$ cat src/sv/pal_pkg.sv
// Package for the positional array list: transaction structs, command codes,
// cell control codes and fixed field widths. No dependencies.
package pal_pkg;

   localparam int POS_W  = 7;
   localparam int ITEM_W = 32;
   localparam int LEN_W  = 7;
   localparam int SLOT_W = 10;

   localparam logic [1:0] CMD_APPEND = 2'd0;
   localparam logic [1:0] CMD_INSERT = 2'd1;
   localparam logic [1:0] CMD_REMOVE = 2'd2;
   localparam logic [1:0] CMD_GET    = 2'd3;

   localparam logic [1:0] OP_HOLD   = 2'd0;
   localparam logic [1:0] OP_INSERT = 2'd1;
   localparam logic [1:0] OP_REMOVE = 2'd2;
   localparam logic [1:0] OP_READ   = 2'd3;

   typedef struct packed {
      logic [1:0]        command;
      logic [POS_W-1:0]  position;
      logic [ITEM_W-1:0] item_in;
   } pal_req_type;

   typedef struct packed {
      logic              ok;
      logic [ITEM_W-1:0] item_out;
      logic [LEN_W-1:0]  length;
      logic              empty_res;
   } pal_rsp_type;

   typedef struct packed {
      logic [1:0]        op;
      logic [SLOT_W-1:0] slot;
   } pal_ctrl_type;

endpackage

$ cat src/sv/pal_cell.sv
// One list entry of the cell chain: loads a new item, takes its left or right
// neighbor's entry, or holds. Depends on pal_pkg.
module pal_cell #(
   parameter int DATA_WIDTH = 32,
   parameter int COUNT_W    = 7,
   parameter int INDEX      = 0
) (
   input  logic                   clock,
   input  pal_pkg::pal_ctrl_type  ctrl,
   input  logic [COUNT_W-1:0]     count,
   input  logic [DATA_WIDTH-1:0]  item,
   input  logic [DATA_WIDTH-1:0]  left_data,
   input  logic [DATA_WIDTH-1:0]  right_data,
   output logic [DATA_WIDTH-1:0]  data_out,
   output logic [DATA_WIDTH-1:0]  rd_out
);
   import pal_pkg::*;

   localparam int CMP_W = ((COUNT_W > SLOT_W) ? COUNT_W : SLOT_W) + 1;

   logic [CMP_W-1:0]      self_idx;
   logic [CMP_W-1:0]      next_idx;
   logic [CMP_W-1:0]      slot_idx;
   logic [CMP_W-1:0]      cnt_idx;
   logic [DATA_WIDTH-1:0] data_ff;
   logic [DATA_WIDTH-1:0] data_in;

   assign self_idx = CMP_W'(INDEX);
   assign next_idx = CMP_W'(INDEX + 1);
   assign slot_idx = CMP_W'(ctrl.slot);
   assign cnt_idx  = CMP_W'(count);

   always_comb begin
      data_in = data_ff;
      unique case (ctrl.op)
         OP_INSERT: begin
            if (self_idx == slot_idx) begin
               data_in = item;
            end else if ((self_idx > slot_idx) && (self_idx <= cnt_idx)) begin
               data_in = left_data;
            end
         end
         OP_REMOVE: begin
            if ((self_idx >= slot_idx) && (next_idx < cnt_idx)) begin
               data_in = right_data;
            end
         end
         default: begin
            data_in = data_ff;
         end
      endcase
   end

   always_ff @(posedge clock) begin
      data_ff <= data_in;
   end

   assign data_out = data_ff;
   assign rd_out   = ((ctrl.op == OP_READ) && (self_idx == slot_idx)) ? data_ff : '0;

endmodule
$ cat config.mk
export PLATFORM = sky130hd
export DESIGN_NAME = pal_cell
export DESIGN_NICKNAME = d
export VERILOG_FILES = /design/src/sv/pal_pkg.sv /design/src/sv/pal_cell.sv
export SDC_FILE = /design/constraint.sdc
export NUM_CORES = 1
export LEC_CHECK = 0
export ABC_CLOCK_PERIOD_IN_PS = 10100
export BUFFER_PORTS_ARGS = -buffer_cell sky130_fd_sc_hd__buf_2
export CAP_MARGIN = 20
export CORE_MARGIN = 2
export CORE_UTILIZATION = 42
export DETAILED_ROUTE_END_ITERATION = 12
export PLACE_DENSITY = 0.85
export SETUP_SLACK_MARGIN = 0.3
export SLEW_MARGIN = 20
export SYNTH_ARGS = -nofsm -noshare
export SYNTH_HDL_FRONTEND = slang
export SYNTH_SLANG_ARGS = --single-unit
$ cat constraint.sdc
create_clock -name clock -period 10.1 [get_ports clock]
set_input_delay 1.515 -clock clock [delete_from_list [all_inputs] [get_ports clock]]
set_output_delay 1.515 -clock clock [all_outputs]
set_load 0.05 [all_outputs]
== Word-level counts from Yosys, hierarchy flattened ==
Cells that the tools add are included.

* Input port bits: 116
* Output and inout port bits: 64
* Register bits after elaboration: 32

* Reductions and logical operators: 6
* Multiplexer cells: 5
* Eq/ne operators: 5
* Magnitude comparators: 4

{| class="wikitable"
|+ Operator list
! cell !! number
|-
| 32-bit 2-to-1 mux || 4
|-
| 32-bit one-hot mux with 2 select lines || 1
|-
| 11-bit logical NOT || 1
|-
| 1-bit by 10-bit greater-or-equal comparator with 1-bit output, first input constant || 1
|-
| 1-bit by 10-bit greater-than comparator with 1-bit output, first input constant || 1
|-
| 1-bit by 7-bit less-or-equal comparator with 1-bit output, first input constant || 1
|-
| 1-bit by 7-bit < comparator with 1-bit output, first input constant || 1
|-
| 2-bit equality test, second input constant || 2
|-
| 1-bit logical AND || 3
|-
| 3-bit != test, second input constant || 1
|-
| 3-bit AND reduction || 1
|-
| 2-bit by 1-bit equality test with 1-bit output, second input constant || 1
|-
| 2-bit != test, second input constant || 1
|-
| 2-bit nonzero test || 1
|}

== Logic depth before layout (Yosys ltp) ==
Gate-level depths: netlist of run 1.

* Word-level depth: 5
* Mapped depth: 6
* Mapped depth without buffers: 5

== Worst setup path before layout of run 1 ==
OpenSTA, ideal clock, no wires.

* Path type: input-to-reg
* Start: in ctrl[2] (netlist bit)
* End: reg data_ff[0], in the netlist data_out[0] (enable)
* Data required time: 9.567 ns
* Slack: 3.529 ns
* Stages: 3
* Buffers on the path: 1
* Library setup time: 0.533 ns
* Arrival: 6.038 ns
* Cells stage by stage: or4_1 > clkbuf_1 > o311ai_0

* Cells in the longest elaborated chain, start to end: 4

{| class="wikitable"
|+ RTL lines
! item !! line !! RTL
|-
| start, declared || pal_cell.sv:9 || <nowiki>input pal_pkg::pal_ctrl_type ctrl,</nowiki>
|-
| 1-bit by 10-bit greater-than comparator with 1-bit output or 1-bit by 10-bit greater-or-equal comparator with 1-bit output (tied branches) || pal_cell.sv:39, pal_cell.sv:44 ||
|-
| 1-bit logical AND, on equally long branches || pal_cell.sv:39, pal_cell.sv:44 ||
|-
| 3-bit != test (no line) or 2-bit != test (tied branches) || -- ||
|-
| 3-bit AND reduction (no line) (*) || -- ||
|-
| end signal, assigned || pal_cell.sv:55 || <nowiki>data_ff <= data_in;</nowiki>
|-
| end, declared || pal_cell.sv:25 || <nowiki>logic [DATA_WIDTH-1:0] data_ff;</nowiki>
|}

Mark *: on every way between the ends. The rest lies on a longest branch, timed or not.
A chain may end at the register's enable or synchronous reset.

== Worst setup path in the final report of run 1 ==
* Start: in ctrl[2] (netlist bit)
* End: out rd_out[12]

* Cells in the longest elaborated chain, start to end: 3

{| class="wikitable"
|+ RTL lines
! item !! line !! RTL
|-
| 11-bit logical NOT || pal_cell.sv:59 || <nowiki>assign rd_out = ((ctrl.op == OP_READ) && (self_idx == slot_idx)) ? data_ff : '0;</nowiki>
|-
| 1-bit logical AND || pal_cell.sv:59 ||
|-
| 32-bit 2-to-1 mux || pal_cell.sv:59 ||
|-
| end, declared || pal_cell.sv:15 || <nowiki>output logic [DATA_WIDTH-1:0] rd_out</nowiki>
|}

Every way passes these cells.

==> impl_metrics.toml, run 1 <==
[power]
pwr_density_cell_nw_per_um2 = 131
peakVddDrop_mv = 0.0632
total_leakage_power_nw = 1.55

[floorplanning]
start_util_pct = 43.3
dieWidth_um = 76.6
rows = 26
design.die.area_um2 = 5860
die_h_um = 76.6
fp.coreArea_um2 = 5110
ios = 180

[synthesis]
ys_ff_latch = 32
syn-cell-area_um2 = 2210
synthCells = 247
synth_fp_nets = 366
synth_cell_type_count = 19
syn_avg_cell_area_um2 = 8.96
yosysTopAreaCell = "edfxtp_1"
seq_area_frac_synth_pct = 43.4
yosys_warnings = 0
synth.area.top_cells = "edfxtp_1, o31ai_1, nand4_1"
synth_top_area_share_pct = 43.4

[flow_run]
maxCapViolCount = 0

[sta]
setup_tns_ps = 0
min_period_ps = 5210
worst_pin_slew_ps = 979
final_max_slew_viol_count = 0
report.final.setup_viol = 0
slew_headroom_pct = 34.7
hold_violations = 0
fin_ws_ps = 4890
rsz0062_at_grt = "false"
fmax_ghz = 0.192
fin_crit_sh_pct = 51.6

[routing]
drc_errors = 0
first_iter_violations = 125
routed_wl_mm = 7.80
dr_total_vias = 2736
post_drt_wl_per_cell_um = 16.4
drt_pre_antenna_iters = 4
vias_per_cell = 5.75
route.antenna.remaining_nets = 0

[cts]
numCtsBuffers = 5
post_cts_resized = 0
path_clk_slew_ps = 60
cts_setup_buffers = 0
cts_tree = "built"
cts_hold_buffers = 0
clock_sinks = 32
clk_path_buf_depth = 2
htreeDepth = 2
cts-root-buf = "clkbuf_8"

[global_route]
grt-ovfl-total = 0
antenna_found_initial = 0
grt_pass1_vias = 2490
grt_usage_pct = 25.8
grt_pass1_wl_mm = 12.1
grt_max_degree = 65

[worst_hold_path]
hold_class = "in2reg"

[setup_path]
cp-start-kind = "input pin"
crit_required_ps = 8590
arrival_ps = 3690
path_max_fanout = 34
path_class = "in2out"
critPathCaptureType = "output pin"

[placed_design]
gp_congestion = 0.860
place_ws_ps = 4910
dpl.hpwl_mm = 5.40
numPortBuffers = 178

[outcome]
status = "finished, final reports clean"

[layout]
utilization_pct = 63.3
largest_register_ffs = 32
nets = 524
final.fill_count = 451
syn2layout_area_growth_pct = 46.2
num_antenna_cells = 0
layout-drive-gt1-share_pct = 48.8
-- kinds of logic (layout without fill, tap and decap cells) --
group / count (synthesis) / count (layout) / share of synthesized area (%)
flops: 32 / 32 / 43.4
compound gates: 66 / 66 / 20.6
simple gates: 110 / 110 / 27.8
fa+ha+maj: 3 / 3 / 1.70
buf+inv: 36 / 195 / 6.45
-- layout by cell type, fill, tap and decap left out, drive strengths merged --
cell type,n
buf,184
nor2,35
nand4,33
o31ai,32
a31oi,32
and3,32
edfxtp,32
clkbuf,5
or4,3
ha,3
nor4,3
inv,3
or2,2
clkinv,2
nor3,1
o211ai,1
or3,1
o311ai,1
bufinv,1
-- stage by stage --
stage / instances / total power (W) / area, µm² / hold WS [ps]
after floorplan: 247 / 0.000263 / 2210 / 1760
after global placement: 468 / 0.000307 / 3130 / 1860
after detailed placement: 468 / 0.000309 / 3130 / 1870
after CTS: 476 / 0.000425 / 3230 / 1580
after global routing: 476 / 0.000440 / 3230 / 1590
final: 476 / 0.000424 / 3230 / 1590
-- cell usage after synthesis --
| cell type | number |
|---|---|
| nor2_1 | 35 |
| inv_1 | 2 |
| buf_2 | 6 |
| a31oi_1 | 32 |
| o311ai_0 | 1 |
| o31ai_1 | 32 |
| or4_1 | 3 |
| edfxtp_1 | 32 |
| nor3_4 | 1 |
| or2_2 | 2 |
| buf_1 | 6 |
| ha_1 | 3 |
| and3_1 | 32 |
| nor4_1 | 3 |
| o211ai_1 | 1 |
| inv_2 | 1 |
| nand4_1 | 33 |
| clkbuf_1 | 21 |
| or3_1 | 1 |
-- metal layers --
metal  GRT usage [%]  up-vias  routed length (µm)
li1                -     1304                   -
met1            31.9     1246                3060
met2            42.2      162                3820
met3            6.99       24                 700
met4            11.5        0                 225
met5               0        -                   0
-- path summary, 6_finish.rpt --
check	from	endpoint	slack (ps)	depth (start not counted)
max	ctrl[2]	rd_out[12]	4890	6
min	right_data[9]	data_out[9]$_DFFE_PP_	1590	3
-- where the power goes --
part | switching [W] | internal (W) | leakage (nW)
Sequential | 0.00000853 | 0.000167 | 0.306
Combinational | 0.0000953 | 0.0000367 | 1.19
Clock | 0.0000447 | 0.0000718 | 0.0532
Total | 0.000148 | 0.000275 | 1.55
-- critical path: stages --
cell	delay, ps
buf_2	110
or4_1	510
buf_4	280
nor3_4	720
and3_1	280
buf_2	270
-- layout make-up --
class                           count  area (µm²)  share of cell area (%)
Clock buffer                        5        68.8                    2.13
Clock inverter                      3        37.5                    1.16
Inverter                            3        11.3                   0.348
Multi-Input combinational cell    179        1130                    35.0
Sequential cell                    32         961                    29.7
Tap cell                           70        87.6                    2.71
Timing Repair Buffer              184         936                    28.9
(Power assumes the default switching activity.)
==> run 2, diff against run 1 <==
--- a/config.mk
+++ b/config.mk
@@ -5,13 +5,13 @@
 export SDC_FILE = /design/constraint.sdc
 export NUM_CORES = 1
 export LEC_CHECK = 0
-export ABC_CLOCK_PERIOD_IN_PS = 10100
+export ABC_CLOCK_PERIOD_IN_PS = 4500
 export BUFFER_PORTS_ARGS = -buffer_cell sky130_fd_sc_hd__buf_2
 export CAP_MARGIN = 20
 export CORE_MARGIN = 2
-export CORE_UTILIZATION = 42
+export CORE_UTILIZATION = 36
 export DETAILED_ROUTE_END_ITERATION = 12
-export PLACE_DENSITY = 0.85
+export PLACE_DENSITY = 0.77
 export SETUP_SLACK_MARGIN = 0.3
 export SLEW_MARGIN = 20
 export SYNTH_ARGS = -nofsm -noshare
==> constraint.sdc (replaced) <==
create_clock -name clock -period 4.5 [get_ports clock]
set_input_delay 0.675 -clock clock [delete_from_list [all_inputs] [get_ports clock]]
set_output_delay 0.675 -clock clock [all_outputs]
set_load 0.05 [all_outputs]
==> impl_metrics.toml, run 2 (synthesized netlist as in run 1, its figures left out) <==
[cts]
path_clk_slew_ps = 60
cts_setup_buffers = 0
clock_sinks = 32
cts_tree = "built"
cts-root-buf = "clkbuf_8"
numCtsBuffers = 5
post_cts_resized = 0
cts_hold_buffers = 0
htreeDepth = 2
clk_path_buf_depth = 2

[setup_path]
crit_family = "simple AND/OR/NAND/NOR gates"
path_class = "in2out"
critPathCaptureType = "output pin"
slowest_stage = "nor3_4"
cp-start-kind = "input pin"
crit_required_ps = 3830
arrival_ps = 2930
cp-startpoint = "ctrl[9]"
cp_cell_sequence = "buf_2, or4_1, buf_4, nor3_4, and3_1, buf_2"
cpMostUsedCell = "buf_2"
crit_buf_inv = 3
setup.worst_path.end = "rd_out[14]"
cp.depth = 6
path_max_fanout = 33
slowest_delay_ps = 790

[floorplanning]
rows = 28
dieWidth_um = 82.4
ios = 180
die_h_um = 82.4
design.die.area_um2 = 6790
fp.coreArea_um2 = 5920
start_util_pct = 37.4

[flow_run]
maxCapViolCount = 0

[layout]
num_antenna_cells = 0
nets = 524
mostFrequentLayoutCell = "buf_2"
layout-drive-gt1-share_pct = 48.8
mostFrequentLayoutCells = "buf_2, nor2_1, nand4_1"
syn2layout_area_growth_pct = 46.9
utilization_pct = 54.9
largest_register_ffs = 32

[routing]
dr_total_vias = 2694
routed_wl_mm = 7.80
drt_pre_antenna_iters = 4
route.antenna.remaining_nets = 0
drc_errors = 0
first_iter_violations = 143
vias_per_cell = 5.60
post_drt_wl_per_cell_um = 16.2

[global_route]
grt-ovfl-total = 0
grt_pass1_vias = 2369
grt_pass1_wl_mm = 11.3
antenna_found_initial = 0
grt_usage_pct = 22.0
grt_max_degree = 65

[sta]
hold_violations = 0
fin_crit_sh_pct = 80.2
worst_pin_slew_ps = 966
report.final.setup_viol = 0
setup_tns_ps = 0
fmax_ghz = 0.277
fin_hold_ws_ps = 751
slew_headroom_pct = 35.6
rsz0062_at_grt = "false"
final_max_slew_viol_count = 0
min_period_ps = 3610

[placed_design]
dpl.hpwl_mm = 5.57
numPortBuffers = 178
gp_congestion = 0.895

[outcome]
status = "finished, final reports clean"

[worst_hold_path]
hold_class = "in2reg"

[power]
peakVddDrop_mv = 0.194
total_leakage_power_nw = 1.57
pwr_density_cell_nw_per_um2 = 293
[run 2: stage by stage]
step | setup WS, ps | area, µm² | cells | total power [W]
after floorplan | 1190 | 2220 | 247 | 0.000588
after global placement | 991 | 3140 | 473 | 0.000693
after detailed placement | 895 | 3140 | 473 | 0.000697
after CTS | 896 | 3250 | 481 | 0.000960
after global routing | 727 | 3250 | 481 | 0.000994
final | 892 | 3250 | 481 | 0.000953
[run 2: layer usage]
metal / vias to the layer above / share of wire (%) / GRT usage (%)
li1: 1303 / - / -
met3: 10 / 8.7 / 4.46
met5: - / 0 / 0
met4: 0 / 1.3 / 8.33
met2: 133 / 49 / 36.0
met1: 1248 / 41 / 28.6
[run 2: power by group]
part           internal (W)  leakage (nW)  switching, W
Combinational     0.0000831          1.21      0.000215
Sequential         0.000374         0.306     0.0000182
Clock              0.000161        0.0532      0.000102
Total              0.000619          1.57      0.000335
[run 2: cell type report]
cell class,count,area (µm²)
fillers,559,2670
clock buffers,5,68.8
multi-input cells,179,1140
well taps,75,93.8
repair buffers,184,936
clock inverters,3,37.5
flip-flops and latches,32,961
inverters,3,11.3
[run 2: worst min path at each step]
stage | start | to | slack, ps | cells past startpoint
after global routing | right_data[16] | data_out[16]$_DFFE_PP_ | 750 | 3
after floorplan | right_data[10] | data_out[10]$_DFFE_PP_ | 920 | 2
after detailed placement | right_data[4] | data_out[4]$_DFFE_PP_ | 1030 | 3
final | right_data[4] | data_out[4]$_DFFE_PP_ | 750 | 3
after CTS | right_data[1] | data_out[1]$_DFFE_PP_ | 740 | 3
after global placement | right_data[3] | data_out[3]$_DFFE_PP_ | 1020 | 3
